--- config.mk ---
export PLATFORM = sky130hd
export DESIGN_NAME = imm_store
export DESIGN_NICKNAME = d
export VERILOG_FILES = /design/src/hdl/imm_pkg.sv /design/src/hdl/imm_store.sv
export SDC_FILE = /design/constraint.sdc
export NUM_CORES = 2
export LEC_CHECK = 0
export ABC_AREA = 1
export BUFFER_PORTS_ARGS = -buffer_cell sky130_fd_sc_hd__buf_2
export CORE_MARGIN = 4
export CORE_UTILIZATION = 45
export CTS_BUF_LIST = sky130_fd_sc_hd__clkbuf_4
export CTS_CLUSTER_SIZE = 28
export DETAILED_ROUTE_END_ITERATION = 6
export PLACE_DENSITY = 0.67
export SLEW_MARGIN = 20
export SYNTH_ARGS = -nofsm -noshare
export SYNTH_HDL_FRONTEND = slang
export SYNTH_SLANG_ARGS = --single-unit
--- constraint.sdc ---
create_clock -name clock -period 8.5 [get_ports clock]
set_input_delay 0.425 -clock clock [delete_from_list [all_inputs] [get_ports clock]]
set_output_delay 0.425 -clock clock [all_outputs]
set_load 0.005 [all_outputs]
--- src/hdl/imm_pkg.sv ---
`timescale 1ns / 1ps
// ----------------------------------------------------------------------------
// Integer matrix multiply package
// Shared constants, register indexes and the structs that pass between the
// sequencer, the element store and the multiply-accumulate datapath.
// ----------------------------------------------------------------------------
package imm_pkg;

   localparam int MAX_DIM   = 8;
   localparam int DATA_W    = 32;
   localparam int DIM_W     = 4;
   localparam int IDX_W     = $clog2(MAX_DIM);
   localparam int ADDR_W    = $clog2(MAX_DIM * MAX_DIM);
   localparam int COUNT_W   = $clog2(MAX_DIM * MAX_DIM + 1);
   localparam int CSR_IDX_W = 2;

   // Configuration register indexes.
   localparam logic [CSR_IDX_W-1:0] REG_ROWS_A    = 2'd0;
   localparam logic [CSR_IDX_W-1:0] REG_INNER_DIM = 2'd1;
   localparam logic [CSR_IDX_W-1:0] REG_COLS_B    = 2'd2;

   // Tag that travels with one multiply-accumulate step down the datapath.
   typedef struct packed {
      logic             valid;
      logic             first_k;
      logic             last_k;
      logic [IDX_W-1:0] row;
      logic [IDX_W-1:0] col;
      logic             last_elem;
   } tag_type;

   // Write and read requests to the element store.
   typedef struct packed {
      logic              wr_a;
      logic              wr_b;
      logic [ADDR_W-1:0] wr_addr;
      logic [DATA_W-1:0] wr_data;
      logic              rd_en;
      logic [ADDR_W-1:0] rd_addr_a;
      logic [ADDR_W-1:0] rd_addr_b;
   } store_cmd_type;

   // Datapath status back to the sequencer.
   typedef struct packed {
      logic advance;
      logic busy;
   } mac_status_type;

   // Clamp a dimension register to the range 1 .. MAX_DIM.
   function automatic logic [DIM_W-1:0] eff_dim(input logic [DIM_W-1:0] v);
      logic [DIM_W-1:0] res;
      if (v == '0) begin
         res = DIM_W'(1);
      end else if (v > DIM_W'(MAX_DIM)) begin
         res = DIM_W'(MAX_DIM);
      end else begin
         res = v;
      end
      return res;
   endfunction

endpackage

--- src/hdl/imm_store.sv ---
`timescale 1ns / 1ps
// ----------------------------------------------------------------------------
// Integer matrix multiply element store
// Two single-write, single-read memories holding the A and B matrices.
// Read data is registered and only updates while the datapath advances.
// ----------------------------------------------------------------------------
module imm_store (
   input  logic                            clock,
   input  imm_pkg::store_cmd_type          cmd,
   output logic [imm_pkg::DATA_W-1:0]      rd_a,
   output logic [imm_pkg::DATA_W-1:0]      rd_b
);
   import imm_pkg::*;

   localparam int DEPTH = MAX_DIM * MAX_DIM;

   logic [DATA_W-1:0] store_a_mem [DEPTH];
   logic [DATA_W-1:0] store_b_mem [DEPTH];
   logic [DATA_W-1:0] rd_a_ff;
   logic [DATA_W-1:0] rd_b_ff;

   always_ff @(posedge clock) begin
      if (cmd.wr_a) begin
         store_a_mem[cmd.wr_addr] <= cmd.wr_data;
      end
      if (cmd.rd_en) begin
         rd_a_ff <= store_a_mem[cmd.rd_addr_a];
      end
   end

   always_ff @(posedge clock) begin
      if (cmd.wr_b) begin
         store_b_mem[cmd.wr_addr] <= cmd.wr_data;
      end
      if (cmd.rd_en) begin
         rd_b_ff <= store_b_mem[cmd.rd_addr_b];
      end
   end

   assign rd_a = rd_a_ff;
   assign rd_b = rd_b_ff;

endmodule

==> metrics.md <==
| Metric | Value |
|---|---|
| Detailed-route vias per instance | 5.744 |
| Reg2reg setup slack | 5770 ps |
| Fin crit share | 47.99% |
| CP Capture Type | flip-flop |
| Post-Synth Simple-Gate Area | 22.02% |
| Worst hold start | cmd[0] |
| Compound-gate portion of the synthesized area | 0% |
| Minimum clock period | 4079 ps |
| CTS tree | built |
| Cts bufs inserted | 965 |
| Peak VDD IR | 126.4 uV |
| Die area | 379300 um^2 |
| Setup WS pre-CTS | 4137 ps |
| Worst min path class | in -> reg |
| Post-route cell area | 185100 um^2 |
| Core area | 366900 um^2 |
| Detailed placement HPWL | 248.6 mm |
| Commonest non-fill, non-tap cell in the layout | nand2_1 |
| Hold Crit Depth | 9 |
| Worst skew pair latency | 1450 ps |
| Share of cells above drive strength 1 | 13.60% |
| Max Cap Violations | 0 |
| Top sig layer | met5 |
| Area occupied by multi-input gates | 37320 um^2 |
| Post-synth cell types | 15 |
| Seq/Total Area, Yosys | 75.13% |
| Setup-failing EPs final | 0 |
| Kind of critical path | in -> reg |
| Xor and xnor fraction of the mapped netlist area | 0% |
| Final GP Congestion | 0.8297 |
| PwrDens | 223.2 nW/um^2 |
| Root buf cell | clkbuf_4 |
| # resized after CTS | 0 |
| Clock-pin slew on the worst setup and hold paths | 70 ps |
| Ys Warns | 0 |
| Peak Freq | 0.2452 GHz |
| Worst hold path endpoint | rd_b[27] |
| Final Hold Fails | 0 |
| DRT iter0 DRCs | 15530 |
| Worst path arrival time | 5380 ps |
| Fin nets | 14150 |
| Slew Limit Fails | 0 |
| Initial Util | 45.31% |
| Initial antenna violation count | 39 |
| Clock sink total | 4160 |
| Vias | 113600 |
| Worst-case reg-to-reg path depth | 10 |
| DP Area | 171700 um^2 |
| Syn Area/Cell | 12.28 um^2 |
| CP startpoint kind | input pin |
| Global route overflow | 0 |
| Final antenna-violating net count | 0 |
| Residual DRC | 2 |
| Final wirelength | 496.9 mm |
| RR Startpoint | store_a_mem[52][12] |
| Vias in the first global route | 106900 |
| Met2 wire length | 227.7 mm |
| TritonRoute pass-1 iters | 7 |
| Status | complete, but fails checks |
| FF+latch count, synth | 4160 |
| Clk buf depth | 4 |
| IO Pins | 118 |
| Worst Skew | 120.7 ps |
| Setup TNS Final | 0 ps |
| Syn-to-layout area delta | 11.33% |
| P_leak | 65.55 nW |
| Synth Area in Adders | 0% |
| Largest net degree at the start of global routing | 218 |
| Most frequent cells in the layout | nand2_1 (4495), edfxtp_1 (4160), nand3_1 (3809), clkbuf_4 (1392), buf_4 (283) |
| Worst EP required | 9800 ps |
| WL per Instance | 25.12 um |
| Proportion of synthesized area in mux cells | 0% |
| FP Rows | 222 |
| First-pass GRT wire length | 715.7 mm |
| H-tree levels | 6 |
| Worst-path fanout max | 171 |
| End of the worst register-to-register path | rd_a[12] |
| Slew headroom | 17.22% |
| Largest family of logic cells by synthesized area | simple AND/OR/NAND/NOR gates |
| M1 wire length | 189.4 mm |
| Worst Slack Setup Final | 4421 ps |
| WHS | 164.4 ps |
| RSZ-0062 raised after global routing | no |
| Die Span Y | 615.8 um |
| Cell area after synthesis | 166300 um^2 |
| Slew @ Worst Pin | 1242 ps |
| Syn nets | 13600 |
| Die width | 615.8 um |
| # fillers | 31290 |
| Violated checks | design-rule violations |
| Mapped Cells | 13540 |
| IO Port Bufs | 117 |
| Register Area | 124900 um^2 |
| Gr usage total | 25.29% |
| Met3 Routed Length | 59.95 mm |
==> kinds of logic after synthesis <==
family        count (synthesis)
buf+inv                     938
simple gates               8444
flops                      4160
==> cell usage after synthesis, drive strengths merged <==
master / number / area share (%)
nor2: 18 / 0.041
nand3: 3813 / 11
nand3b: 2 / 0.0090
nor3: 116 / 0.35
inv: 24 / 0.057
buf: 731 / 2.4
nand2: 4495 / 10
clkbuf: 183 / 0.41
edfxtp: 4160 / 75
==> how the worst max path moves through the flow <==
stage                                     to  slack [ps]    start  cells past startpoint
after floorplan           store_a_mem[28][0]        4680  cmd[48]                      4
after global placement              rd_a[12]        4190   cmd[6]                     12
after detailed placement            rd_a[12]        4140   cmd[6]                     12
after CTS                           rd_a[12]        4690   cmd[6]                     14
after global routing                rd_a[12]        4390   cmd[6]                     14
final                               rd_a[12]        4420   cmd[6]                     14
==> layout make-up <==
cell class	count	area share, %
well taps	4928	3.331
repair buffers	496	2.295
clock inverters	319	0.9639
flip-flops and latches	4160	67.49
diodes	17	0.02298
inverters	24	0.09193
clock buffers	1392	5.645
multi-input cells	8444	20.16
==> metrics by stage <==
step                      utilization, %  power (W)  instances
after floorplan                        -    0.02463      13540
after global placement             46.79    0.02584      17950
after detailed placement           46.79    0.02586      17950
after CTS                          50.44    0.04147      19760
after global routing               50.44    0.04285      19770
final                              50.45    0.04131      19780
==> flip-flops by register name, indices dropped and copies added, names as in the netlist <==
name / count
rd_a: 32
rd_b: 32
store_a_mem: 2048
store_b_mem: 2048
==> worst max-delay path, stage by stage <==
cell           delay (ps)
dlygate4sd3_1         570
buf_8                 540
buf_12                580
buf_4                 780
nand2_1               120
nand3_1               130
nand3_1               100
nand3_1               210
nand3_1               270
nand2_1               140
dlygate4sd3_1         550
nand2_1                50
dlygate4sd3_1         590
nand2_1                80
==> metal layers <==
metal / global-route usage, % / up-vias
met2: 39.11 / 7284
met5: 0 / -
met4: 10.25 / 24
li1: - / 50130
met1: 34.61 / 55180
met3: 5.945 / 993
==> where the power goes <==
part	internal, W	switching (W)
combinational	0.000612	0.00209
sequential	0.0227	0.0000875
clock	0.00801	0.00776
==> timing repair <==
action,in CTS,in global routing
endpoints found under the hold margin,3222,0
hold buffers,105,0
setup buffers,0,0
No activity file was read; power rests on OpenSTA's default activity.
