[src/hdl/imm_pkg.sv]
`timescale 1ns / 1ps
// ----------------------------------------------------------------------------
// Integer matrix multiply package
// Shared constants, register indexes and the structs that pass between the
// sequencer, the element store and the multiply-accumulate datapath.
// ----------------------------------------------------------------------------
package imm_pkg;

   localparam int MAX_DIM   = 8;
   localparam int DATA_W    = 32;
   localparam int DIM_W     = 4;
   localparam int IDX_W     = $clog2(MAX_DIM);
   localparam int ADDR_W    = $clog2(MAX_DIM * MAX_DIM);
   localparam int COUNT_W   = $clog2(MAX_DIM * MAX_DIM + 1);
   localparam int CSR_IDX_W = 2;

   // Configuration register indexes.
   localparam logic [CSR_IDX_W-1:0] REG_ROWS_A    = 2'd0;
   localparam logic [CSR_IDX_W-1:0] REG_INNER_DIM = 2'd1;
   localparam logic [CSR_IDX_W-1:0] REG_COLS_B    = 2'd2;

   // Tag that travels with one multiply-accumulate step down the datapath.
   typedef struct packed {
      logic             valid;
      logic             first_k;
      logic             last_k;
      logic [IDX_W-1:0] row;
      logic [IDX_W-1:0] col;
      logic             last_elem;
   } tag_type;

   // Write and read requests to the element store.
   typedef struct packed {
      logic              wr_a;
      logic              wr_b;
      logic [ADDR_W-1:0] wr_addr;
      logic [DATA_W-1:0] wr_data;
      logic              rd_en;
      logic [ADDR_W-1:0] rd_addr_a;
      logic [ADDR_W-1:0] rd_addr_b;
   } store_cmd_type;

   // Datapath status back to the sequencer.
   typedef struct packed {
      logic advance;
      logic busy;
   } mac_status_type;

   // Clamp a dimension register to the range 1 .. MAX_DIM.
   function automatic logic [DIM_W-1:0] eff_dim(input logic [DIM_W-1:0] v);
      logic [DIM_W-1:0] res;
      if (v == '0) begin
         res = DIM_W'(1);
      end else if (v > DIM_W'(MAX_DIM)) begin
         res = DIM_W'(MAX_DIM);
      end else begin
         res = v;
      end
      return res;
   endfunction

endpackage

[src/hdl/imm_if.sv]


interface imm_rsp_if;
   logic               valid;
   logic               ready;
   logic signed [31:0] product;
   logic [2:0]         out_row;
   logic [2:0]         out_col;
   logic               last;

   modport source (output valid, output product, output out_row, output out_col,
                   output last, input ready);
   modport sink   (input valid, input product, input out_row, input out_col,
                   input last, output ready);
endinterface


[src/hdl/imm_mac.sv]
`timescale 1ns / 1ps
// ----------------------------------------------------------------------------
// Integer matrix multiply datapath
// One shared multiplier and accumulator, pipelined as tag capture, multiply
// and accumulate, followed by the result output register.
// ----------------------------------------------------------------------------
module imm_mac (
   input  logic                       clock,
   input  logic                       reset,
   input  imm_pkg::tag_type           issue,
   input  logic [imm_pkg::DATA_W-1:0] rd_a,
   input  logic [imm_pkg::DATA_W-1:0] rd_b,
   output imm_pkg::mac_status_type    status,
   imm_rsp_if.source                  rsp_chan
);
   import imm_pkg::*;

   tag_type               s1_tag_ff;
   tag_type               s2_tag_ff;
   logic [DATA_W-1:0]     prod_ff;
   logic [DATA_W-1:0]     acc_ff;
   logic [DATA_W-1:0]     acc_in;
   logic [DATA_W-1:0]     mult_full;
   logic                  advance;
   logic                  rsp_valid_ff;
   logic [DATA_W-1:0]     rsp_product_ff;
   logic [IDX_W-1:0]      rsp_row_ff;
   logic [IDX_W-1:0]      rsp_col_ff;
   logic                  rsp_last_ff;

   // The whole pipeline holds while a finished result waits at the output.
   assign advance = !rsp_valid_ff || rsp_chan.ready;

   // The low word of the product is the same for signed and unsigned operands.
   assign mult_full = rd_a * rd_b;

   assign acc_in = (s2_tag_ff.first_k ? '0 : acc_ff) + prod_ff;

   always_ff @(posedge clock) begin
      if (reset) begin
         s1_tag_ff    <= '0;
         s2_tag_ff    <= '0;
         rsp_valid_ff <= 1'b0;
         acc_ff       <= '0;
      end else if (advance) begin
         s1_tag_ff    <= issue;
         s2_tag_ff    <= s1_tag_ff;
         rsp_valid_ff <= s2_tag_ff.valid && s2_tag_ff.last_k;
         if (s2_tag_ff.valid) begin
            acc_ff <= acc_in;
         end
      end
   end

   always_ff @(posedge clock) begin
      if (advance) begin
         prod_ff <= mult_full;
         if (s2_tag_ff.valid && s2_tag_ff.last_k) begin
            rsp_product_ff <= acc_in;
            rsp_row_ff     <= s2_tag_ff.row;
            rsp_col_ff     <= s2_tag_ff.col;
            rsp_last_ff    <= s2_tag_ff.last_elem;
         end
      end
   end

   assign status.advance   = advance;
   assign status.busy      = s1_tag_ff.valid || s2_tag_ff.valid || rsp_valid_ff;

   assign rsp_chan.valid   = rsp_valid_ff;
   assign rsp_chan.product = rsp_product_ff;
   assign rsp_chan.out_row = rsp_row_ff;
   assign rsp_chan.out_col = rsp_col_ff;
   assign rsp_chan.last    = rsp_last_ff;

endmodule

[src/flat_wrapper.sv]
// flat-port wrapper written by rule: the top's interface ports become plain ports
module imm_mac_flat import imm_pkg::*;
  (clock, reset, issue, rd_a, rd_b, status, rsp_chan_valid, rsp_chan_product, rsp_chan_out_row, rsp_chan_out_col, rsp_chan_last, rsp_chan_ready);
  imm_rsp_if rsp_chan_i ();
  input  logic clock;
  input  logic reset;
  input  imm_pkg::tag_type issue;
  input  logic [imm_pkg::DATA_W-1:0] rd_a;
  input  logic [imm_pkg::DATA_W-1:0] rd_b;
  output imm_pkg::mac_status_type status;
  output wire logic [$bits(rsp_chan_i.valid)-1:0] rsp_chan_valid;
  output wire logic [$bits(rsp_chan_i.product)-1:0] rsp_chan_product;
  output wire logic [$bits(rsp_chan_i.out_row)-1:0] rsp_chan_out_row;
  output wire logic [$bits(rsp_chan_i.out_col)-1:0] rsp_chan_out_col;
  output wire logic [$bits(rsp_chan_i.last)-1:0] rsp_chan_last;
  input wire logic [$bits(rsp_chan_i.ready)-1:0] rsp_chan_ready;
  assign rsp_chan_valid = rsp_chan_i.valid;
  assign rsp_chan_product = rsp_chan_i.product;
  assign rsp_chan_out_row = rsp_chan_i.out_row;
  assign rsp_chan_out_col = rsp_chan_i.out_col;
  assign rsp_chan_last = rsp_chan_i.last;
  assign rsp_chan_i.ready = rsp_chan_ready;
  imm_mac u_core (.clock(clock), .reset(reset), .issue(issue), .rd_a(rd_a), .rd_b(rd_b), .status(status), .rsp_chan(rsp_chan_i));
endmodule
[config.mk]
export PLATFORM = sky130hd
export DESIGN_NAME = imm_mac_flat
export DESIGN_NICKNAME = d
export VERILOG_FILES = /design/src/hdl/imm_pkg.sv /design/src/hdl/imm_if.sv /design/src/hdl/imm_mac.sv /design/src/flat_wrapper.sv
export SDC_FILE = /design/constraint.sdc
export NUM_CORES = 1
export LEC_CHECK = 0
export BUFFER_PORTS_ARGS = -buffer_cell sky130_fd_sc_hd__clkbuf_2
export CORE_ASPECT_RATIO = 1.75
export CORE_UTILIZATION = 46
export DETAILED_ROUTE_END_ITERATION = 6
export PLACE_DENSITY_LB_ADDON = 0.08
export SYNTH_ARGS = -nofsm -noshare
export SYNTH_HDL_FRONTEND = slang
export SYNTH_SLANG_ARGS = --single-unit
[constraint.sdc]
create_clock -name clock -period 22.8 [get_ports clock]
set_input_delay 3.42 -clock clock [delete_from_list [all_inputs] [get_ports clock]]
set_output_delay 3.42 -clock clock [all_outputs]
set_load 0.005 [all_outputs]
==> results.py, run 1 <==
metrics = {
    "status": {
        "status": "finished with violations",
        "violations": "DRC",
    },
    "worst_setup_path": {
        "path_cells": "clkbuf_2, and2_1, fa_1, inv_1, fa_1, fa_1, fa_1, inv_1, fa_1, inv_1, fa_1, inv_1, fa_1, fa_1, ha_1, and3_1, and3_1, a2bb2oi_1, o211ai_1, o31ai_2, o211a_1, nand2b_1, a21oi_1, xnor2_1",
        "rrSetupSlack_ns": 19.02,
        "critPathTopFamily": "adder cells",
        "crit_path_end_kind": "flip-flop",
        "ff2ff_path_depth": 14,
        "crit_path_top_delay_cell": "fa_1",
        "arrival_ns": 10.45,
        "r2r_start": "u_core.s2_tag_ff[8]$_SDFFE_PP0N_",
        "crit_buf_inv": 5,
        "critical_path_required_ns": 22.97,
        "crit_top_cell": "fa_1",
        "cp.depth": 24,
        "worstSetupPathType": "in2reg",
        "cp-start-kind": "primary input",
        "r2r-end": "u_core.acc_ff[22]$_SDFFE_PP0P_",
        "critPathMaxFanout": 30,
        "cpPeakStageDelay_ns": 0.55,
    },
    "drt": {
        "ant_nets": 0,
        "wire_per_inst_um": 20.4,
        "drt-total-wl_mm": 60.3,
        "viasPerCell": 5.28,
        "route.detailed.drc": 13,
        "firstDrtPassIters": 7,
        "drt-initial-drc-count": 556,
        "num_vias": 15567,
    },
    "die": {
        "io_pins": 119,
        "die_w_um": 166,
        "die_y_um": 289,
        "start_util": 0.468,
        "fp.coreArea_um2": 46200,
        "rows": 104,
        "dieArea_um2": 47900,
    },
    "grt": {
        "grt_max_degree": 56,
        "grt_first_pass_wirelength_mm": 95.0,
        "track_usage": 0.266,
        "antenna_found_initial": 0,
        "overflow": 0,
        "grt_pass1_vias": 17385,
    },
    "finish": {
        "multiInputGateArea_um2": 16400,
        "drive_above_1_share": 0.0740,
        "diodes": 0,
        "fillers": 4410,
        "register_area_um2": 3190,
        "final_common_cell": "inv_1",
        "nets": 2991,
        "area_delta_synth_final_pct": 6.87,
        "final_core_util": 0.500,
        "final_cell_mix": "inv_1 (412), fa_1 (409), nand2_1 (377)",
    },
    "synth": {
        "postSynthAreaPerCell_um2": 9.32,
        "yosys.area_share.simple": 0.181,
        "synth-edff-count": 71,
        "synth_adder_area_share": 0.468,
        "synthFlopType": "edfxtp_1",
        "synth_fp_nets": 2961,
        "synth_mux_area_frac": 0,
        "synth_compound_area_frac": 0.0628,
        "ys_seq_area_frac": 0.148,
        "synthXorXnorAreaFrac": 0.0474,
        "synth_area_um2": 21600,
        "synth_seq_cells": 124,
        "synth_cell_types": 64,
        "synthCells": 2321,
        "synthArstFlopShare": 0,
        "yosys_warnings": 0,
        "synth_top_family_by_area": "adder cells",
    },
    "clock_tree": {
        "holdBufCountCts": 0,
        "clk_pin_slew_ns": 0.06,
        "cts_root_buf": "clkbuf_16",
        "clk-insertion-delay-late_ns": 0.42,
        "htree_levels": 4,
        "cts_tree": "built",
        "cts_sinks": 124,
        "numCtsBuffers": 17,
        "post-cts-setup-buffers": 0,
        "cts.repair.resized": 0,
        "clockBufferDepth": 2,
    },
    "hold_path": {
        "hold_path.class": "reg2reg",
        "hold_end": "u_core.rsp_chan.out_row[0]$_DFFE_PP_",
        "hold_start": "u_core.s2_tag_ff[4]$_SDFFE_PP0N_",
        "whs_path_depth": 0,
    },
    "timing": {
        "clock_skew_ns": 0.00914,
        "hold_violations": 0,
        "timing.final.crit_share": 0.451,
        "setup_viol_count_final": 0,
        "tns_ns": 0,
        "rsz0062_at_grt": "no",
        "fin_crit_ns": 10.27,
        "worst_slack_ns": 12.53,
        "max_freq_mhz": 97.3,
        "relSlewSlack": 0.369,
        "drv_slew": 0,
        "worst_slew_pin_slew_ns": 0.946,
    },
    "place": {
        "gp_congestion": 0.942,
        "place_ws_ns": 12.04,
        "place_hpwl_mm": 48.2,
        "port_buffers": 118,
    },
    "flow_run": {
        "drv_cap": 0,
    },
}
-- how the worst max path moves through the flow --
| stage | startpoint | slack, ns | endpoint |
|---|---|---|---|
| global placement | rd_b[2] | 12.21 | u_core.prod_ff[31]$_DFFE_PN_ |
| finish | rd_b[2] | 12.53 | u_core.prod_ff[29]$_DFFE_PN_ |
| detailed placement | rd_b[5] | 12.04 | u_core.prod_ff[31]$_DFFE_PN_ |
| CTS | rd_b[5] | 12.51 | u_core.prod_ff[31]$_DFFE_PN_ |
| global route | rd_b[2] | 12.19 | u_core.prod_ff[31]$_DFFE_PN_ |
| floorplan | rd_b[2] | 12.73 | u_core.prod_ff[29]$_DFFE_PN_ |
-- flip-flops by register name, indices dropped and copies added (netlist names) --
| name | flops |
|---|---|
| u_core.acc_ff | 32 |
| u_core.prod_ff | 32 |
| u_core.rsp_chan.product | 32 |
| u_core.s1_tag_ff | 10 |
| u_core.s2_tag_ff | 10 |
| u_core.rsp_chan.out_col | 3 |
| u_core.rsp_chan.out_row | 3 |
| u_core.rsp_chan.last | 1 |
| u_core.rsp_chan.valid | 1 |
-- cells by family after synthesis --
logic type               after synthesis
adder cells (fa/ha/maj)              563
flip-flops                           124
AND/OR/NAND/NOR                      779
buffers and inverters                529
XOR/XNOR                             117
AO/OA/AOI/OAI                        209
-- metal layers --
| layer | vias to the layer above | GRT usage | wire length (um) |
|---|---|---|---|
| met5 | - | 0 | 0 |
| met4 | 0 | 0.186 | 4580 |
| met3 | 160 | 0.0189 | 1440 |
| met2 | 364 | 0.542 | 34500 |
| met1 | 7919 | 0.248 | 19800 |
| li1 | 7124 | - | - |
-- stage by stage --
stage / hold slack [ns] / std cells / cell area, um^2
floorplan: 0.408 / 2321 / 21600
global route: 0.443 / 2947 / 23100
global placement: 0.412 / 2915 / 22500
CTS: 0.433 / 2947 / 23100
detailed placement: 0.420 / 2915 / 22500
finish: 0.431 / 2947 / 23100
-- synthesized netlist by cell type (9+ instances only) --
master	number	share of area
clkbuf_1	104	0.018
xnor2_1	88	0.036
xor2_1	29	0.012
nor2_1	20	0.0035
nor3_1	9	0.0021
ha_1	154	0.089
nor2b_1	41	0.012
o21ai_0	24	0.0056
inv_1	413	0.072
a21oi_1	85	0.020
and2_1	272	0.079
nand3_1	14	0.0032
a21o_1	27	0.0094
dfxtp_1	53	0.049
fa_1	409	0.38
nand2_1	377	0.065
a31oi_1	9	0.0026
edfxtp_1	71	0.099
-- worst register-to-register path, cell delays in order, from the launching register on --
cell and delay (ns):
dfxtp_1 0.30, buf_4 0.25, nor2b_1 0.21, ha_1 0.21
inv_1 0.07, fa_1 0.42, nand2b_1 0.18, a21oi_1 0.24
nor4_4 0.10, a211oi_1 0.61, nor2_1 0.18, o21ai_1 0.27
a311o_1 0.27, nor4b_1 0.07, a311o_1 0.29
-- area by class of cell --
type	count	area share
inverters	414	0.0672
clock buffers	21	0.0204
flip-flops and latches	124	0.138
clock inverters	11	0.00466
repair buffers	126	0.0281
multi-input cells	1668	0.710
well taps	583	0.0316
Power of run 1 is not shown: default switching activity piles up to over one toggle a cycle in this logic, so the estimate is an artifact.
==> run 2: changes to the inputs <==
clock period = 9.7 ns   (was 22.8 ns; I/O delays follow)
==> run 2 against run 1 <==
The flow still finishes with violations (DRC). Core utilization grew 0.17 points. Critical path depth is the same. Worst setup slack worse by 11 ns. Wire length rose by 0.60%. Count of clock-buffer cells in the layout fell by 3. Clock skew up 0.0029 ns. Hold slack worse by 0.00071 ns. Final area increased by 0.35%. Via count is 0.44% higher. Global-route usage increased by 0.11 points. Critical path type unchanged.
==> results.py, run 2 (synthesis results as in run 1) <==
metrics = {
    "status": {
        "status": "finished with violations",
        "violations": "DRC",
    },
    "finish": {
        "multiInputGateArea_um2": 16400,
        "diodes": 0,
        "drive_above_1_share": 0.0788,
        "area_delta_synth_final_pct": 7.24,
        "final_cell_mix": "inv_1 (412), fa_1 (409), nand2_1 (377)",
        "final_common_cell": "inv_1",
        "fillers": 4413,
        "nets": 3001,
        "register_area_um2": 3190,
    },
    "worst_setup_path": {
        "cpPeakStageDelay_ns": 0.57,
        "crit_path_top_delay_cell": "fa_1",
        "r2r_start": "u_core.s2_tag_ff[8]$_SDFFE_PP0N_",
        "r2r-end": "u_core.rsp_chan.product[22]$_DFFE_PP_",
        "crit_top_cell": "fa_1",
        "worstSetupPathType": "in2reg",
        "critical_path_required_ns": 9.87,
        "crit_path_end_kind": "flip-flop",
        "path_cells": "clkbuf_2, and2_1, fa_1, fa_1, fa_1, inv_1, fa_1, inv_1, fa_1, inv_1, fa_1, inv_1, fa_1, fa_1, ha_1, nand2_1, o21ai_0, o41ai_1, o211ai_1, o31ai_2, o211a_1, nand2b_1, a21oi_1, xnor2_1",
        "ff2ff_path_depth": 13,
        "arrival_ns": 8.47,
        "rrSetupSlack_ns": 5.94,
        "critPathMaxFanout": 27,
        "cp-start-kind": "primary input",
    },
    "grt": {
        "grt_max_degree": 56,
        "track_usage": 0.267,
        "overflow": 0,
        "grt_pass1_vias": 17587,
        "grt_first_pass_wirelength_mm": 96.0,
        "antenna_found_initial": 0,
    },
    "timing": {
        "rsz0062_at_grt": "no",
        "hold_violations": 0,
        "setup_viol_count_final": 0,
        "max_freq_mhz": 121,
        "fin_crit_ns": 8.30,
        "tns_ns": 0,
        "worst_slew_pin_slew_ns": 0.960,
        "clock_skew_ns": 0.0121,
        "relSlewSlack": 0.360,
        "drv_slew": 0,
        "timing.final.crit_share": 0.855,
    },
    "drt": {
        "num_vias": 15636,
        "drt-total-wl_mm": 60.6,
        "firstDrtPassIters": 7,
        "wire_per_inst_um": 20.5,
        "drt-initial-drc-count": 645,
        "route.detailed.drc": 11,
        "viasPerCell": 5.29,
        "ant_nets": 0,
    },
    "clock_tree": {
        "clk-insertion-delay-late_ns": 0.43,
        "clockBufferDepth": 2,
        "cts_sinks": 124,
        "cts.repair.resized": 0,
        "numCtsBuffers": 17,
        "post-cts-setup-buffers": 0,
        "htree_levels": 4,
        "cts_tree": "built",
        "cts_root_buf": "clkbuf_16",
        "holdBufCountCts": 0,
        "clk_pin_slew_ns": 0.06,
    },
    "hold_path": {
        "hold_start": "u_core.s2_tag_ff[2]$_SDFFE_PP0N_",
        "whs_path_depth": 0,
        "hold_path.class": "reg2reg",
        "hold_end": "u_core.rsp_chan.out_col[1]$_DFFE_PP_",
    },
    "die": {
        "die_y_um": 289,
        "start_util": 0.468,
        "dieArea_um2": 47900,
        "die_w_um": 166,
        "io_pins": 119,
        "fp.coreArea_um2": 46200,
        "rows": 104,
    },
    "place": {
        "port_buffers": 118,
        "gp_congestion": 0.943,
        "place_hpwl_mm": 49.3,
    },
    "flow_run": {
        "drv_cap": 0,
    },
}
## run 2: critical path, delay by kind of cell
kind	cells	cell delay, ns
AO/OA/AOI/OAI	6	1.57
XOR/XNOR	1	0.08
adder cells (fa/ha/maj)	9	4.30
buffers and inverters	5	0.57
AND/OR/NAND/NOR	3	0.49
## run 2: worst max path at each step
stage	to	slack, ns	cells past startpoint	startpoint
3_3_place_gp	u_core.prod_ff[29]$_DFFE_PN_	1.10	24	rd_b[5]
2_1_floorplan	u_core.prod_ff[29]$_DFFE_PN_	1.59	25	rd_b[2]
6_report	u_core.prod_ff[29]$_DFFE_PN_	1.40	24	rd_b[5]
4_1_cts	u_core.prod_ff[29]$_DFFE_PN_	1.46	24	rd_b[5]
3_5_place_dp	u_core.prod_ff[29]$_DFFE_PN_	0.98	24	rd_b[5]
5_1_grt	u_core.prod_ff[29]$_DFFE_PN_	1.15	24	rd_b[5]
## run 2: final cells by class
cell class,count,share of cell area
Clock buffer,18,0.0189
Clock inverter,14,0.00626
Inverter,414,0.0670
Multi-Input combinational cell,1668,0.707
Sequential cell,124,0.138
Tap cell,583,0.0315
Timing Repair Buffer,136,0.0313
## run 2: metrics by stage
step / cell area (um^2) / setup WS, ns / std cells / util / hold WS, ns
5_1_grt: 23200 / 1.15 / 2957 / 0.502 / 0.442
4_1_cts: 23200 / 1.46 / 2957 / 0.502 / 0.427
3_3_place_gp: 22600 / 1.10 / 2925 / 0.489 / 0.412
3_5_place_dp: 22600 / 0.981 / 2925 / 0.489 / 0.415
6_report: 23200 / 1.40 / 2957 / 0.502 / 0.430
2_1_floorplan: 21600 / 1.59 / 2321 / - / 0.408
## run 2: routing by layer
metal	routed length [um]	GRT usage	share of wire	up-vias
li1	-	-	-	7134
met1	20000	0.248	0.33	8029
met2	35300	0.555	0.58	339
met3	1520	0.0239	0.025	134
met4	3800	0.159	0.063	0
met5	0	0	0	-
Power of run 2 is left out for the same reason.
==> run 3: changes to the inputs <==
BUFFER_PORTS_ARGS = unset   (was -buffer_cell sky130_fd_sc_hd__clkbuf_2)
DONT_BUFFER_PORTS = 1   (was unset)
==> run 3 against run 2 <==
The run still ends with DRC left. Largest cell class unchanged. Core utilization decreased by 1.6 points. First-iteration DRC count increased by 5.6%. Hold slack got worse by 0.0011 ns.
==> results.py, run 3 (synthesis results as in run 1) <==
metrics = {
    "clock_tree": {
        "cts_tree": "built",
        "holdBufCountCts": 0,
        "cts.repair.resized": 0,
        "clk-insertion-delay-late_ns": 0.43,
        "cts_root_buf": "clkbuf_16",
        "clockBufferDepth": 2,
        "clk_pin_slew_ns": 0.06,
        "numCtsBuffers": 17,
        "htree_levels": 4,
        "cts_sinks": 124,
        "post-cts-setup-buffers": 0,
    },
    "finish": {
        "drive_above_1_share": 0.0241,
        "final_common_cell": "inv_1",
        "final_cell_mix": "inv_1 (412), fa_1 (409), nand2_1 (377)",
        "stdcell_area_um2": 22500,
        "area_delta_synth_final_pct": 3.92,
        "nets": 2870,
        "final_core_util": 0.487,
    },
    "place": {
        "gp_congestion": 0.949,
        "port_buffers": 0,
        "postPlaceCellArea_um2": 21900,
        "place_hpwl_mm": 48.7,
    },
    "die": {
        "rows": 104,
        "die_w_um": 166,
        "start_util": 0.468,
        "dieArea_um2": 47900,
        "die_y_um": 289,
        "fp.coreArea_um2": 46200,
        "io_pins": 119,
    },
    "worst_setup_path": {
        "ff2ff_path_depth": 13,
        "rrSetupSlack_ns": 6.01,
        "r2r_start": "u_core.s2_tag_ff[8]$_SDFFE_PP0N_",
        "crit_path_end_kind": "flip-flop",
        "critPathMaxFanout": 16,
        "cp-start-kind": "primary input",
        "startpoint": "rd_a[16]",
        "worstSetupPathType": "in2reg",
        "endpoint": "u_core.prod_ff[31]$_DFFE_PN_",
        "arrival_ns": 7.93,
        "r2r-end": "u_core.rsp_chan.product[22]$_DFFE_PP_",
        "critical_path_required_ns": 9.85,
    },
    "drt": {
        "drt-total-wl_mm": 60.3,
        "route.detailed.drc": 24,
        "ant_nets": 0,
        "num_vias": 15122,
        "drt-initial-drc-count": 681,
        "viasPerCell": 5.35,
        "wire_per_inst_um": 21.3,
        "firstDrtPassIters": 7,
    },
    "timing": {
        "tns_ns": 0,
        "relSlewSlack": 0.375,
        "worst_slew_pin_slew_ns": 0.937,
        "hold_violations": 0,
        "timing.final.crit_share": 0.803,
        "whs_ns": 0.429,
        "fin_crit_ns": 7.79,
        "setup_viol_count_final": 0,
        "rsz0062_at_grt": "no",
        "drv_slew": 0,
        "max_freq_mhz": 128,
        "clock_skew_ns": 0.0117,
    },
    "status": {
        "status": "finished with violations",
        "violations": "DRC",
    },
    "grt": {
        "overflow": 0,
        "grt_max_degree": 56,
        "grt_first_pass_wirelength_mm": 95.0,
        "antenna_found_initial": 0,
        "grt_pass1_vias": 17010,
        "track_usage": 0.267,
    },
    "hold_path": {
        "hold_path.class": "reg2reg",
    },
    "flow_run": {
        "drv_cap": 0,
    },
}
run 3: stage by stage:
stage	worst slack, ns	cells
after floorplan	1.59	2321
after global placement	1.57	2794
after detailed placement	1.41	2794
after CTS	1.89	2826
after global routing	1.54	2826
final	1.91	2827
run 3: critical path: stages:
cell and delay [ns]:
and2_1 0.16, fa_1 0.53, inv_1 0.05, fa_1 0.50, fa_1 0.47, fa_1 0.55, inv_1 0.05, fa_1 0.49
inv_1 0.06, fa_1 0.54, inv_1 0.05, fa_1 0.49, fa_1 0.42, ha_1 0.38, and3_1 0.23, and3_1 0.23
a2bb2oi_1 0.15, o211ai_1 0.20, o31ai_2 0.41, o211a_1 0.22, o21ai_0 0.14, xnor2_1 0.16
run 3: how the worst min path moves through the flow:
stage | startpoint | end | slack (ns) | cells after the start
floorplan | u_core.s2_tag_ff[0]$_SDFFE_PP0N_ | u_core.rsp_chan.last$_DFFE_PP_ | 0.41 | 0
global placement | u_core.s2_tag_ff[4]$_SDFFE_PP0N_ | u_core.rsp_chan.out_row[0]$_DFFE_PP_ | 0.41 | 0
detailed placement | u_core.s2_tag_ff[4]$_SDFFE_PP0N_ | u_core.rsp_chan.out_row[0]$_DFFE_PP_ | 0.42 | 0
CTS | u_core.s2_tag_ff[4]$_SDFFE_PP0N_ | u_core.rsp_chan.out_row[0]$_DFFE_PP_ | 0.43 | 0
global route | u_core.s2_tag_ff[4]$_SDFFE_PP0N_ | u_core.rsp_chan.out_row[0]$_DFFE_PP_ | 0.43 | 0
finish | u_core.s2_tag_ff[4]$_SDFFE_PP0N_ | u_core.rsp_chan.out_row[0]$_DFFE_PP_ | 0.43 | 0
run 3: per-layer routing:
layer,wire length (um),track usage,vias to the layer above
li1,-,-,6874
met1,19400,0.242,7771
met2,34700,0.546,336
met3,1840,0.0316,141
met4,4320,0.177,0
met5,0,0,-
run 3: area by class of cell:
cell class                      count  area [um^2]
Fill cell                        4436        23700
Multi-Input combinational cell   1668        16400
Antenna cell                        1         2.50
Sequential cell                   124         3190
Timing Repair Buffer                5         37.5
Tap cell                          583          729
Inverter                          414         1550
Clock buffer                       19          433
Clock inverter                     13          120
Power of run 3 is left out for the same reason.
