<file path="src/hdl/imm_pkg.sv">
`timescale 1ns / 1ps
// ----------------------------------------------------------------------------
// Integer matrix multiply package
// Shared constants, register indexes and the structs that pass between the
// sequencer, the element store and the multiply-accumulate datapath.
// ----------------------------------------------------------------------------
package imm_pkg;

   localparam int MAX_DIM   = 8;
   localparam int DATA_W    = 32;
   localparam int DIM_W     = 4;
   localparam int IDX_W     = $clog2(MAX_DIM);
   localparam int ADDR_W    = $clog2(MAX_DIM * MAX_DIM);
   localparam int COUNT_W   = $clog2(MAX_DIM * MAX_DIM + 1);
   localparam int CSR_IDX_W = 2;

   // Configuration register indexes.
   localparam logic [CSR_IDX_W-1:0] REG_ROWS_A    = 2'd0;
   localparam logic [CSR_IDX_W-1:0] REG_INNER_DIM = 2'd1;
   localparam logic [CSR_IDX_W-1:0] REG_COLS_B    = 2'd2;

   // Tag that travels with one multiply-accumulate step down the datapath.
   typedef struct packed {
      logic             valid;
      logic             first_k;
      logic             last_k;
      logic [IDX_W-1:0] row;
      logic [IDX_W-1:0] col;
      logic             last_elem;
   } tag_type;

   // Write and read requests to the element store.
   typedef struct packed {
      logic              wr_a;
      logic              wr_b;
      logic [ADDR_W-1:0] wr_addr;
      logic [DATA_W-1:0] wr_data;
      logic              rd_en;
      logic [ADDR_W-1:0] rd_addr_a;
      logic [ADDR_W-1:0] rd_addr_b;
   } store_cmd_type;

   // Datapath status back to the sequencer.
   typedef struct packed {
      logic advance;
      logic busy;
   } mac_status_type;

   // Clamp a dimension register to the range 1 .. MAX_DIM.
   function automatic logic [DIM_W-1:0] eff_dim(input logic [DIM_W-1:0] v);
      logic [DIM_W-1:0] res;
      if (v == '0) begin
         res = DIM_W'(1);
      end else if (v > DIM_W'(MAX_DIM)) begin
         res = DIM_W'(MAX_DIM);
      end else begin
         res = v;
      end
      return res;
   endfunction

endpackage

</file>
<file path="src/hdl/imm_if.sv">
`timescale 1ns / 1ps
// ----------------------------------------------------------------------------
// Integer matrix multiply channel interfaces
// Valid/ready channels for matrix elements, result elements and register
// writes.
// ----------------------------------------------------------------------------
interface imm_req_if;
   logic               valid;
   logic               ready;
   logic               target;
   logic signed [31:0] element;

   modport source (output valid, output target, output element, input ready);
   modport sink   (input valid, input target, input element, output ready);
endinterface


interface imm_csr_if;
   logic       valid;
   logic       ready;
   logic [1:0] index;
   logic [3:0] data;

   modport source (output valid, output index, output data, input ready);
   modport sink   (input valid, input index, input data, output ready);
endinterface

</file>
<file path="src/hdl/imm_seq.sv">
`timescale 1ns / 1ps
// ----------------------------------------------------------------------------
// Integer matrix multiply sequencer
// Holds the dimension registers and load counters, writes incoming elements
// into the store and walks row, column and inner index during the multiply.
// ----------------------------------------------------------------------------
module imm_seq (
   input  logic                          clock,
   input  logic                          reset,
   imm_req_if.sink                       req_chan,
   imm_csr_if.sink                       csr_chan,
   input  imm_pkg::mac_status_type       status,
   output imm_pkg::store_cmd_type        cmd,
   output imm_pkg::tag_type              issue
);
   import imm_pkg::*;

   localparam logic [1:0] ST_LOAD  = 2'd0;
   localparam logic [1:0] ST_RUN   = 2'd1;
   localparam logic [1:0] ST_DRAIN = 2'd2;

   logic [1:0]         state_ff,   state_in;
   logic [DIM_W-1:0]   rows_a_ff,  rows_a_in;
   logic [DIM_W-1:0]   inner_ff,   inner_in;
   logic [DIM_W-1:0]   cols_b_ff,  cols_b_in;
   logic [COUNT_W-1:0] count_a_ff, count_a_in;
   logic [COUNT_W-1:0] count_b_ff, count_b_in;
   logic [IDX_W-1:0]   r_ff, r_in;
   logic [IDX_W-1:0]   c_ff, c_in;
   logic [IDX_W-1:0]   k_ff, k_in;
   logic [ADDR_W-1:0]  base_a_ff, base_a_in;
   logic [ADDR_W-1:0]  addr_a_ff, addr_a_in;
   logic [ADDR_W-1:0]  addr_b_ff, addr_b_in;

   logic [DIM_W-1:0]   nr, nk, nc;
   logic [DIM_W-1:0]   nr_m1, nk_m1, nc_m1;
   logic [2*DIM_W-1:0] size_a_full, size_b_full;
   logic [COUNT_W-1:0] size_a, size_b;
   logic [COUNT_W-1:0] idx_a, idx_b, inc_a, inc_b;
   logic               req_take, csr_take, csr_hit;
   logic               k_end, c_end, r_end;
   logic [ADDR_W-1:0]  base_a_next;

   assign nr    = eff_dim(rows_a_ff);
   assign nk    = eff_dim(inner_ff);
   assign nc    = eff_dim(cols_b_ff);
   assign nr_m1 = nr - DIM_W'(1);
   assign nk_m1 = nk - DIM_W'(1);
   assign nc_m1 = nc - DIM_W'(1);

   assign size_a_full = {{DIM_W{1'b0}}, nr} * {{DIM_W{1'b0}}, nk};
   assign size_b_full = {{DIM_W{1'b0}}, nk} * {{DIM_W{1'b0}}, nc};
   assign size_a      = size_a_full[COUNT_W-1:0];
   assign size_b      = size_b_full[COUNT_W-1:0];

   assign idx_a = (count_a_ff >= size_a) ? '0 : count_a_ff;
   assign idx_b = (count_b_ff >= size_b) ? '0 : count_b_ff;
   assign inc_a = idx_a + COUNT_W'(1);
   assign inc_b = idx_b + COUNT_W'(1);

   assign req_chan.ready = (state_ff == ST_LOAD);
   assign csr_chan.ready = 1'b1;
   assign req_take       = req_chan.valid && req_chan.ready;
   assign csr_take       = csr_chan.valid && csr_chan.ready;
   assign csr_hit        = csr_take && (csr_chan.index == REG_ROWS_A ||
                                        csr_chan.index == REG_INNER_DIM ||
                                        csr_chan.index == REG_COLS_B);

   assign k_end       = ({1'b0, k_ff} == nk_m1);
   assign c_end       = ({1'b0, c_ff} == nc_m1);
   assign r_end       = ({1'b0, r_ff} == nr_m1);
   assign base_a_next = base_a_ff + ADDR_W'(nk);

   // Store write and read requests.
   always_comb begin
      cmd.wr_a      = req_take && !req_chan.target;
      cmd.wr_b      = req_take && req_chan.target;
      cmd.wr_addr   = req_chan.target ? idx_b[ADDR_W-1:0] : idx_a[ADDR_W-1:0];
      cmd.wr_data   = req_chan.element;
      cmd.rd_en     = status.advance;
      cmd.rd_addr_a = addr_a_ff;
      cmd.rd_addr_b = addr_b_ff;
   end

   always_comb begin
      issue.valid     = (state_ff == ST_RUN);
      issue.first_k   = (k_ff == '0);
      issue.last_k    = k_end;
      issue.row       = r_ff;
      issue.col       = c_ff;
      issue.last_elem = r_end && c_end;
   end

   always_comb begin
      state_in   = state_ff;
      rows_a_in  = rows_a_ff;
      inner_in   = inner_ff;
      cols_b_in  = cols_b_ff;
      count_a_in = count_a_ff;
      count_b_in = count_b_ff;
      r_in       = r_ff;
      c_in       = c_ff;
      k_in       = k_ff;
      base_a_in  = base_a_ff;
      addr_a_in  = addr_a_ff;
      addr_b_in  = addr_b_ff;

      if (csr_hit) begin
         unique case (csr_chan.index)
            REG_ROWS_A:    rows_a_in = csr_chan.data;
            REG_INNER_DIM: inner_in  = csr_chan.data;
            REG_COLS_B:    cols_b_in = csr_chan.data;
            default:       ;
         endcase
         count_a_in = '0;
         count_b_in = '0;
      end

      unique case (state_ff)
         ST_LOAD: begin
            if (req_take && !req_chan.target) begin
               count_a_in = (inc_a >= size_a) ? '0 : inc_a;
            end else if (req_take && req_chan.target) begin
               if (inc_b >= size_b) begin
                  count_b_in = '0;
                  state_in   = ST_RUN;
                  r_in       = '0;
                  c_in       = '0;
                  k_in       = '0;
                  base_a_in  = '0;
                  addr_a_in  = '0;
                  addr_b_in  = '0;
               end else begin
                  count_b_in = inc_b;
               end
            end
         end
         ST_RUN: begin
            if (status.advance) begin
               if (!k_end) begin
                  k_in      = k_ff + IDX_W'(1);
                  addr_a_in = addr_a_ff + ADDR_W'(1);
                  addr_b_in = addr_b_ff + ADDR_W'(nc);
               end else if (!c_end) begin
                  k_in      = '0;
                  c_in      = c_ff + IDX_W'(1);
                  addr_a_in = base_a_ff;
                  addr_b_in = ADDR_W'(c_ff) + ADDR_W'(1);
               end else if (!r_end) begin
                  k_in      = '0;
                  c_in      = '0;
                  r_in      = r_ff + IDX_W'(1);
                  base_a_in = base_a_next;
                  addr_a_in = base_a_next;
                  addr_b_in = '0;
               end else begin
                  state_in  = ST_DRAIN;
               end
            end
         end
         ST_DRAIN: begin
            if (!status.busy) begin
               state_in = ST_LOAD;
            end
         end
         default: state_in = ST_LOAD;
      endcase
   end

   always_ff @(posedge clock) begin
      if (reset) begin
         state_ff   <= ST_LOAD;
         rows_a_ff  <= DIM_W'(1);
         inner_ff   <= DIM_W'(1);
         cols_b_ff  <= DIM_W'(1);
         count_a_ff <= '0;
         count_b_ff <= '0;
         r_ff       <= '0;
         c_ff       <= '0;
         k_ff       <= '0;
         base_a_ff  <= '0;
         addr_a_ff  <= '0;
         addr_b_ff  <= '0;
      end else begin
         state_ff   <= state_in;
         rows_a_ff  <= rows_a_in;
         inner_ff   <= inner_in;
         cols_b_ff  <= cols_b_in;
         count_a_ff <= count_a_in;
         count_b_ff <= count_b_in;
         r_ff       <= r_in;
         c_ff       <= c_in;
         k_ff       <= k_in;
         base_a_ff  <= base_a_in;
         addr_a_ff  <= addr_a_in;
         addr_b_ff  <= addr_b_in;
      end
   end

endmodule

</file>
<file path="src/flat_wrapper.sv">
// flat-port wrapper written by rule: the top's interface ports become plain ports
module imm_seq_flat import imm_pkg::*;
  (clock, reset, status, cmd, issue, req_chan_valid, req_chan_target, req_chan_element, req_chan_ready, csr_chan_valid, csr_chan_index, csr_chan_data, csr_chan_ready);
  imm_req_if req_chan_i ();
  imm_csr_if csr_chan_i ();
  input  logic clock;
  input  logic reset;
  input  imm_pkg::mac_status_type status;
  output imm_pkg::store_cmd_type cmd;
  output imm_pkg::tag_type issue;
  input wire logic [$bits(req_chan_i.valid)-1:0] req_chan_valid;
  input wire logic [$bits(req_chan_i.target)-1:0] req_chan_target;
  input wire logic [$bits(req_chan_i.element)-1:0] req_chan_element;
  output wire logic [$bits(req_chan_i.ready)-1:0] req_chan_ready;
  input wire logic [$bits(csr_chan_i.valid)-1:0] csr_chan_valid;
  input wire logic [$bits(csr_chan_i.index)-1:0] csr_chan_index;
  input wire logic [$bits(csr_chan_i.data)-1:0] csr_chan_data;
  output wire logic [$bits(csr_chan_i.ready)-1:0] csr_chan_ready;
  assign req_chan_i.valid = req_chan_valid;
  assign req_chan_i.target = req_chan_target;
  assign req_chan_i.element = req_chan_element;
  assign req_chan_ready = req_chan_i.ready;
  assign csr_chan_i.valid = csr_chan_valid;
  assign csr_chan_i.index = csr_chan_index;
  assign csr_chan_i.data = csr_chan_data;
  assign csr_chan_ready = csr_chan_i.ready;
  imm_seq u_core (.clock(clock), .reset(reset), .req_chan(req_chan_i), .csr_chan(csr_chan_i), .status(status), .cmd(cmd), .issue(issue));
endmodule
</file>
<file path="config.mk">
export PLATFORM = sky130hd
export DESIGN_NAME = imm_seq_flat
export DESIGN_NICKNAME = d
export VERILOG_FILES = /design/src/hdl/imm_pkg.sv /design/src/hdl/imm_if.sv /design/src/hdl/imm_seq.sv /design/src/flat_wrapper.sv
export SDC_FILE = /design/constraint.sdc
export NUM_CORES = 1
export LEC_CHECK = 0
export BUFFER_PORTS_ARGS = -buffer_cell sky130_fd_sc_hd__buf_2
export CAP_MARGIN = 10
export CORE_UTILIZATION = 55
export DETAILED_ROUTE_END_ITERATION = 8
export GPL_TIMING_DRIVEN = 0
export PLACE_DENSITY = 0.82
export SYNTH_ARGS = -nofsm -noshare
export SYNTH_HDL_FRONTEND = slang
export SYNTH_SLANG_ARGS = --single-unit
</file>
<file path="constraint.sdc">
create_clock -name clock -period 9.2 [get_ports clock]
set_input_delay 0.92 -clock clock [delete_from_list [all_inputs] [get_ports clock]]
set_output_delay 0.92 -clock clock [all_outputs]
set_load 0.03 [all_outputs]
</file>
==> results of run 1 <==
## cells by family after synthesis
logic type	Yosys count	synth area share, %
compound gates	135	18.3
flops	55	22.0
fa+ha+maj	73	19.6
mux	19	3.85
other cells	1	0.0749
buf+inv	88	9.47
simple gates	213	19.6
xor+xnor	39	7.09
## power breakdown
| group | internal (mW) | switching [mW] |
|---|---|---|
| clock | 0.0555 | 0.0931 |
| sequential | 0.243 | 0.00554 |
| combinational | 0.0725 | 0.141 |
## state kept, by name, indices dropped and copies added, names as in the netlist
register and cells:
u_core.state_ff 2, u_core.cols_b_ff 4, u_core.k_ff 3, u_core.r_ff 3
u_core.rows_a_ff 4, u_core.count_b_ff 7, u_core.addr_a_ff 6, u_core.inner_ff 4
u_core.base_a_ff 6, u_core.addr_b_ff 6, u_core.count_a_ff 7, u_core.c_ff 3
## cells in the mapped netlist, drive strengths merged (5+ instances only)
library cell  number
mux2i             17
ha                60
o21ai             18
nor2b              7
buf               43
clkbuf            15
nand3             16
dfxtp             55
xnor2             27
inv               28
and2               8
nand4              5
a21o              12
a22oi              8
a21oi             47
nor2              76
xor2              11
o22ai              6
nand2b             8
o2111ai            5
nand2             65
fa                10
and3               5
## layout make-up
| type | instances | area, µm² | share of cell area [%] |
|---|---|---|---|
| multi-input cells | 480 | 3430 | 61.2 |
| inverters | 30 | 113 | 2.01 |
| flip-flops and latches | 55 | 1100 | 19.6 |
| repair buffers | 75 | 375 | 6.69 |
| clock inverters | 3 | 22.5 | 0.401 |
| plain buffers | 58 | 362 | 6.45 |
| clock buffers | 5 | 68.8 | 1.23 |
| well taps | 108 | 135 | 2.41 |
## layer usage
metal,up-vias,share of wire (%),global-route usage (%)
met3,26,6.2,4.32
met4,0,1.8,8.14
met1,2207,43,31.6
li1,2308,-,-
met5,-,0,0
met2,174,49,46.1
## final timing paths
kind | startpoint | slack (ns) | endpoint
max | u_core.cols_b_ff[3] | 1.66 | u_core.c_ff[0]
min | u_core.rows_a_ff[0] | 0.49 | u_core.rows_a_ff[0]
max reg2reg | u_core.cols_b_ff[3] | 1.66 | u_core.c_ff[0]
min reg2reg | u_core.rows_a_ff[0] | 0.49 | u_core.rows_a_ff[0]
## worst min-delay path: stages, from the launching register on
cell and delay, ns:
sky130_fd_sc_hd__dfxtp_1 0.34, sky130_fd_sc_hd__mux2i_1 0.07, sky130_fd_sc_hd__nand2_1 0.06
==> metrics list, run 1 <==
- The number of buffers and inverters on the critical path is 2.
* Biggest area consumer among synthesized cells: sky130_fd_sc_hd__dfxtp_1
* Wire length of the first global-routing pass: slightly above 20000 µm
* Fill cell count: between 700 and 800
* Final Hold Vio Count: 0
- Counting every net in the synthesized netlist gives ~740.
* Final min period: 7.54 ns
- Peak Freq: 133 MHz
* Overall global routing resource usage: 25.9%
* Total instance count after detailed placement: 806
* Maximum number of pins on one net before global-route repair: 19
- On the critical path the largest part of the delay comes from adder cells.
* Vert. Die Dim: 97.4 µm
- CTS tree: done
- Cells with a size suffix above 1 make up 19.4% of the layout.
- First-pass iteration count of the detailed router: 5
- Yosys printed 0 warnings.
- Clock slew seen by the registers of the worst setup and hold paths: 0.12 ns
- Share of the synthesized area in the top cell type: 22.0%
- Initial core utilization: 57.2%
- Avg Cell Area, Syn: roughly 8.0 µm²
* Final design utilization: 64.0%
- At the end of routability-driven placement, the weighted congestion stood at 0.894.
- Before CTS, the worst setup slack after placement is ~1.8 ns.
* Detail-routed net length per standard cell: around 16 µm
* Ratio of routed vias to standard cells: 5.79
- Overall overflow remaining after global route: 0
- Setup Total Neg Slack: 0 ns
- Post-CTS timing repair inserted 0 buffers for setup.
- Number of vias in the routed layout: 4715
- The via count of the first global-routing pass is approximately 4500.
- Across all hold checks on the routed design, the worst slack comes to between 0.4 and 0.5 ns.
* Mapped Area: between 0.005 and 0.006 mm²
* WP depth: 26
- After synthesis, the share of flip-flops with an asynchronous set or reset is 0%.
- In this design, the stage delay of the slowest critical-path cell is 0.59 ns.
* First DRT Iteration DRCs: between 200 and 250
- Leaving out fill and tap cells, the most frequent cell in the layout is sky130_fd_sc_hd__buf_2.
- Once placement finished, the instance area stood at ~0.0055 mm².
* Net count reported at finish: 820
* Part of the Yosys area used for sequential elements: between 20 and 25%
- The area growth from synthesis to layout is 12.0%.
- Skew-Pair Late Insertion Delay: roughly 0.33 ns
- IR analysis of the VDD net gives a maximum drop of 0.0716 mV.
- Final-report setup violation count: 0
* Max Clock Skew: ~0.018 ns
- By area the synthesized netlist is led by sky130_fd_sc_hd__dfxtp_1, sky130_fd_sc_hd__ha_1, sky130_fd_sc_hd__nor2_1, sky130_fd_sc_hd__buf_4, sky130_fd_sc_hd__nand2_1.
- The core region is 0.00876 mm².
- After layout, the worst path uses 81.9% of the clock period.
- Post-synth cell types: 68
- In this run the tightest slew margin relative to its limit is 32.9%.
- Wirelength, routed: 12700 µm
* CP endpoint kind: flop
- Post-route cell area: ~0.0056 mm²
- The initial antenna violation count came to 1.
- Final antenna-violating net count: 0
- After detailed routing, the number of remaining DRC violations is 0.
- The analysis attributes to cell leakage a power of between 2 and 3 nW.
- Number of cells upsized or downsized after cts: 0
- In this run the deepest clock path goes through 2 buffers.
- Half-perimeter wire length after placement: 10000 µm
- Number of cells produced by synthesis: between 600 and 700
- For the pin with the worst max-slew slack, the measured transition is 1.01 ns.
- The worst setup path is launched from a flop.
- The run finished with clean final reports.
- CTS sink count: 55
- Total power after layout: 611 µW
- Worst path slowest cell: sky130_fd_sc_hd__or4_1
* Number of buffers inserted during clock tree synthesis: 5
* Number of buffers added on ports: 75
* Post-route insts no fill: 814
- 0 antenna diodes ended up in the layout.
- Unrepaired setup endpoints after global routing: false
- The tree is rooted in a sky130_fd_sc_hd__clkbuf_8.
* PwrDens: 109 mW/mm²
- FF-to-FF path depth: 26
- Setup CP Type: reg -> reg
* Number of rows created at floorplan: 34
- At the worst endpoint, the arrival time is 7.79 ns.
* Maximum Capacitance Violations: 0
- For this run, the leading register cell type out of synthesis is sky130_fd_sc_hd__dfxtp_1.
- Number of storage elements in the synthesis netlist: 55
- The final number of max-transition violations is 0.
* Post-route worst setup slack: 1.66 ns
* Hold path cells: 2
- Die Footprint: approximately 0.0095 mm²
- In this run the worst path has a maximum fanout of 10.
* Highest-count cells in the layout ignoring fill and taps: sky130_fd_sc_hd__buf_2, sky130_fd_sc_hd__nor2_1, sky130_fd_sc_hd__nand2_1
- The floorplan step set the die width to 97.4 µm.
* Worst path required time: 9.46 ns
- Ports placed on the boundary: between 100 and 150
- The clock tree synthesis step divided the H-tree into 2 levels.
- For this design, the CTS-stage hold fixing added 0 buffers.
- The path class of the tightest hold or removal check is reg -> reg.
* Count of flip-flops with a built-in enable after synthesis: 0
No activity file was read; power rests on OpenSTA's default activity.
==> inputs of run 2 (changes only) <==
- clock period: 9.2 -> 7.8 ns (I/O delays scaled with it)
==> run 2 against run 1 <==
Register-to-register slack lost 1.3 ns; power grew 18%; maximum frequency grew 1.4%; clock power grew 17%; final area grew 0.22%; sequential share of layout area is essentially flat; via count grew 0.68%; worst hold slack is essentially flat; combinational power grew 19%; first-iteration DRC count grew 5.7%; critical path depth is the same; sequential power grew 18%.
==> metrics list, run 2 (synthesized netlist as in run 1, its figures left out) <==
- Slowest cell delay on critical path: 0.58 ns (about the same)
* Last weighted congestion value of the routability-driven placer: 0.894 (unchanged)
* Fill cell count: 749 (-0.40%)
* Ports placed on the boundary: 110 (unchanged)
- The clock latency on the worst-skew pair was 0.33 ns (about the same).
- Net count reported at finish: 821 (+0.12%)
* Worst path slowest cell: sky130_fd_sc_hd__or4_1
- The logic depth of the worst path, buffers included came to 26 (unchanged).
- The proportion of layout cells with a drive suffix above 1 came to 19.9% (+0.54 points).
* Worst path required time: 8.06 ns (-1.40 ns)
- The number of hold violations in the final report is 0 (unchanged).
- The maximum fanout encountered on the critical timing path came to 10 (unchanged).
- Max Clock Skew: 0.0173 ns (-0.00104 ns)
* Status: complete, no violations
- Count of buffer and inverter cells on the critical path: 2 (unchanged)
- Destination of the critical timing path: u_core.c_ff[0]
* Wirelength, routed: 12700 µm (-0.14%)
* Crit path max-delay family: adder cells
* Half-perimeter wire length after placement: 10000 µm (unchanged)
- Static Leakage: 2.74 nW (+0.36%)
- In this run the worst hold path is classified as reg -> reg.
* Detail-routed net length per standard cell: 15.6 µm (-0.26%)
- Number of H-tree levels: 2 (unchanged)
- The clock sink total came to 55 (unchanged).
* Max-Slew Margin vs Limit: 32.1% (-0.85 points)
- Vert. Die Dim: 97.4 µm (unchanged)
- Final min period: 7.43 ns (-0.103 ns)
* FF-to-FF path depth: 26 (unchanged)
- The number of rows in the core area came to 34 (unchanged).
- Worst-margin pin slew: 1.02 ns (+0.0128 ns)
* Number of buffers added on ports: 75 (unchanged)
- The setup slack of the worst register-to-register path is 0.37 ns (-1.30 ns).
- Width of the chip: 97.4 µm (unchanged)
- The number of buffers added by the clock tree synthesis step was 5 (unchanged).
- Setup repair after global routing left no endpoint under its margin.
* CTS tree: done
- Final critical-path share of the clock period: 95.3% (+13 points)
- The vias per cell is 5.82 (+0.56%).
* Most common library cell in the layout ignoring fill and taps: sky130_fd_sc_hd__buf_2
- Highest-count cells in the layout ignoring fill and taps: sky130_fd_sc_hd__buf_2, sky130_fd_sc_hd__nor2_1, sky130_fd_sc_hd__nand2_1
- The effective utilization at floorplan was 57.2% (unchanged).
* First-pass iteration count of the detailed router: 5 (unchanged)
- The number of cells in the finished layout apart from fillers came to 815 (+0.12%).
- The maximum number of buffers from clock root to sink came to 2 (unchanged).
- PwrDens: 128 mW/mm² (+18%)
* Total instance count after detailed placement: 806 (unchanged)
* Maximum Capacitance Violations: 0 (unchanged)
* Worst flop-to-flop path startpoint: u_core.inner_ff[3]
* Max-slew violation total from the final report: 0 (unchanged)
* Terminus of the critical flop-to-flop path: u_core.c_ff[0]
- The via count of the first global-routing pass came to 4490 (unchanged).
- Overall global routing resource usage: 25.9% (unchanged)
- In this run the worst setup path begins at u_core.inner_ff[3].
- The sum of overflow across all layers after global routing is 0 (unchanged).
- Root buf cell: sky130_fd_sc_hd__clkbuf_8
- The worst setup path is launched from a flop.
- Core outline area: 0.00876 mm² (unchanged)
* Biggest regs: u_core.count_a_ff x7, u_core.count_b_ff x7
- The detailed-route via count was 4747 (+0.68%).
- Data arrival time at the worst-slack endpoint: 7.69 ns (-0.10 ns)
- The area growth from synthesis to layout is 12.3%.
* Final-report setup violation count: 0 (unchanged)
- The number of nets with antenna violations after routing came to 0 (unchanged).
- Post-route DRC violation count: 0 (unchanged)
- Antenna fix cells: 0 (unchanged)
* CP endpoint kind: flop
- The total negative slack for setup checks is 0 ns (unchanged).
- The area enclosed by the die boundary came to 0.00949 mm² (unchanged).
- The peak supply drop is 0.0845 mV (+18%).
- The clock-pin slew on the worst setup and hold paths is 0.12 ns (about the same).
- Setup CP Type: reg -> reg
- Peak Freq: 135 MHz (+1.4%)
- First DRT Iteration DRCs: 261 (+5.7%)
* Maximum number of pins on one net before global-route repair: 19 (unchanged)
* Antenna violations before repair: 1 (unchanged)
- The global-route wire length before repair is 20500 µm (unchanged).
==> run 2: cell count changes in the layout (fill, tap and decap cells not counted), sizes merged <==
| cell | delta |
|---|---|
| clkinv | -1 |
| buf | +1 |
| inv | +1 |
==> run 2: area by class of cell <==
cell class / instances / area (µm²) / area share [%]
inverter: 30 / 113 / 2.00
sequential: 55 / 1100 / 19.6
timing repair buffer: 76 / 383 / 6.81
clock buffer: 5 / 68.8 / 1.22
buffer: 58 / 362 / 6.43
tap: 108 / 135 / 2.40
multi-input combinational: 480 / 3440 / 61.1
clock inverter: 3 / 22.5 / 0.401
==> run 2: worst min-delay path by stage <==
stage                                to  cells after the start                 from  slack, ns
floorplan           u_core.rows_a_ff[0]                      2  u_core.rows_a_ff[0]       0.44
global placement    u_core.rows_a_ff[0]                      2  u_core.rows_a_ff[0]       0.45
detailed placement  u_core.rows_a_ff[0]                      2  u_core.rows_a_ff[0]       0.47
CTS                 u_core.addr_b_ff[2]                      2  u_core.addr_b_ff[2]       0.49
global route        u_core.addr_b_ff[2]                      2  u_core.addr_b_ff[2]       0.52
finish              u_core.addr_b_ff[3]                      2  u_core.addr_b_ff[3]       0.49
==> run 2: worst reg2reg max path, cell delays in order (launching register included) <==
cell and delay [ns]:
sky130_fd_sc_hd__dfxtp_1 0.48, sky130_fd_sc_hd__nand2b_1 0.14, sky130_fd_sc_hd__buf_2 0.21, sky130_fd_sc_hd__nor2_1 0.10, sky130_fd_sc_hd__fa_1 0.56, sky130_fd_sc_hd__fa_1 0.47, sky130_fd_sc_hd__fa_1 0.47, sky130_fd_sc_hd__xnor2_1 0.26
sky130_fd_sc_hd__ha_1 0.32, sky130_fd_sc_hd__a21o_1 0.20, sky130_fd_sc_hd__a31o_1 0.22, sky130_fd_sc_hd__maj3_2 0.36, sky130_fd_sc_hd__maj3_2 0.37, sky130_fd_sc_hd__clkbuf_1 0.23, sky130_fd_sc_hd__nor2_1 0.24, sky130_fd_sc_hd__ha_1 0.27
sky130_fd_sc_hd__nand3_1 0.11, sky130_fd_sc_hd__xor2_1 0.15, sky130_fd_sc_hd__nor2_1 0.08, sky130_fd_sc_hd__ha_1 0.33, sky130_fd_sc_hd__nand2_1 0.05, sky130_fd_sc_hd__o21ai_0 0.26, sky130_fd_sc_hd__o32ai_1 0.21, sky130_fd_sc_hd__o31ai_4 0.35
sky130_fd_sc_hd__a31oi_4 0.20, sky130_fd_sc_hd__or4_1 0.58, sky130_fd_sc_hd__a21oi_1 0.16
==> run 2: metrics by stage <==
stage               setup slack, ns  instance area [µm²]  hold WS [ns]  utilization, %  total power, mW
finish                        0.366                 5620         0.487            64.2            0.722
global route                 0.0240                 5620         0.515            64.2            0.753
CTS                           0.390                 5610         0.491            64.0            0.719
detailed placement            0.438                 5520         0.469            63.0            0.547
global placement              0.594                 5520         0.454            63.0            0.540
floorplan                      1.32                 5010         0.435               -            0.482
==> run 2: what timing repair did <==
item,in CTS,in global routing
hold buffers,0,0
endpoints found under the setup margin,0,16
resized for setup,0,3
setup buffers,0,1
==> run 2: power breakdown <==
part	internal (mW)	leakage (nW)	switching [mW]	total, mW
sequential	0.287	0.444	0.00662	0.293
combinational	0.0869	2.25	0.167	0.254
clock	0.0655	0.0489	0.110	0.175
total	0.439	2.74	0.283	0.722
==> run 2: routing by layer <==
layer	global-route usage [%]	routed length [µm]
met5	0	0
met4	8.14	235
met3	4.32	814
met2	46.1	6290
met1	31.6	5360
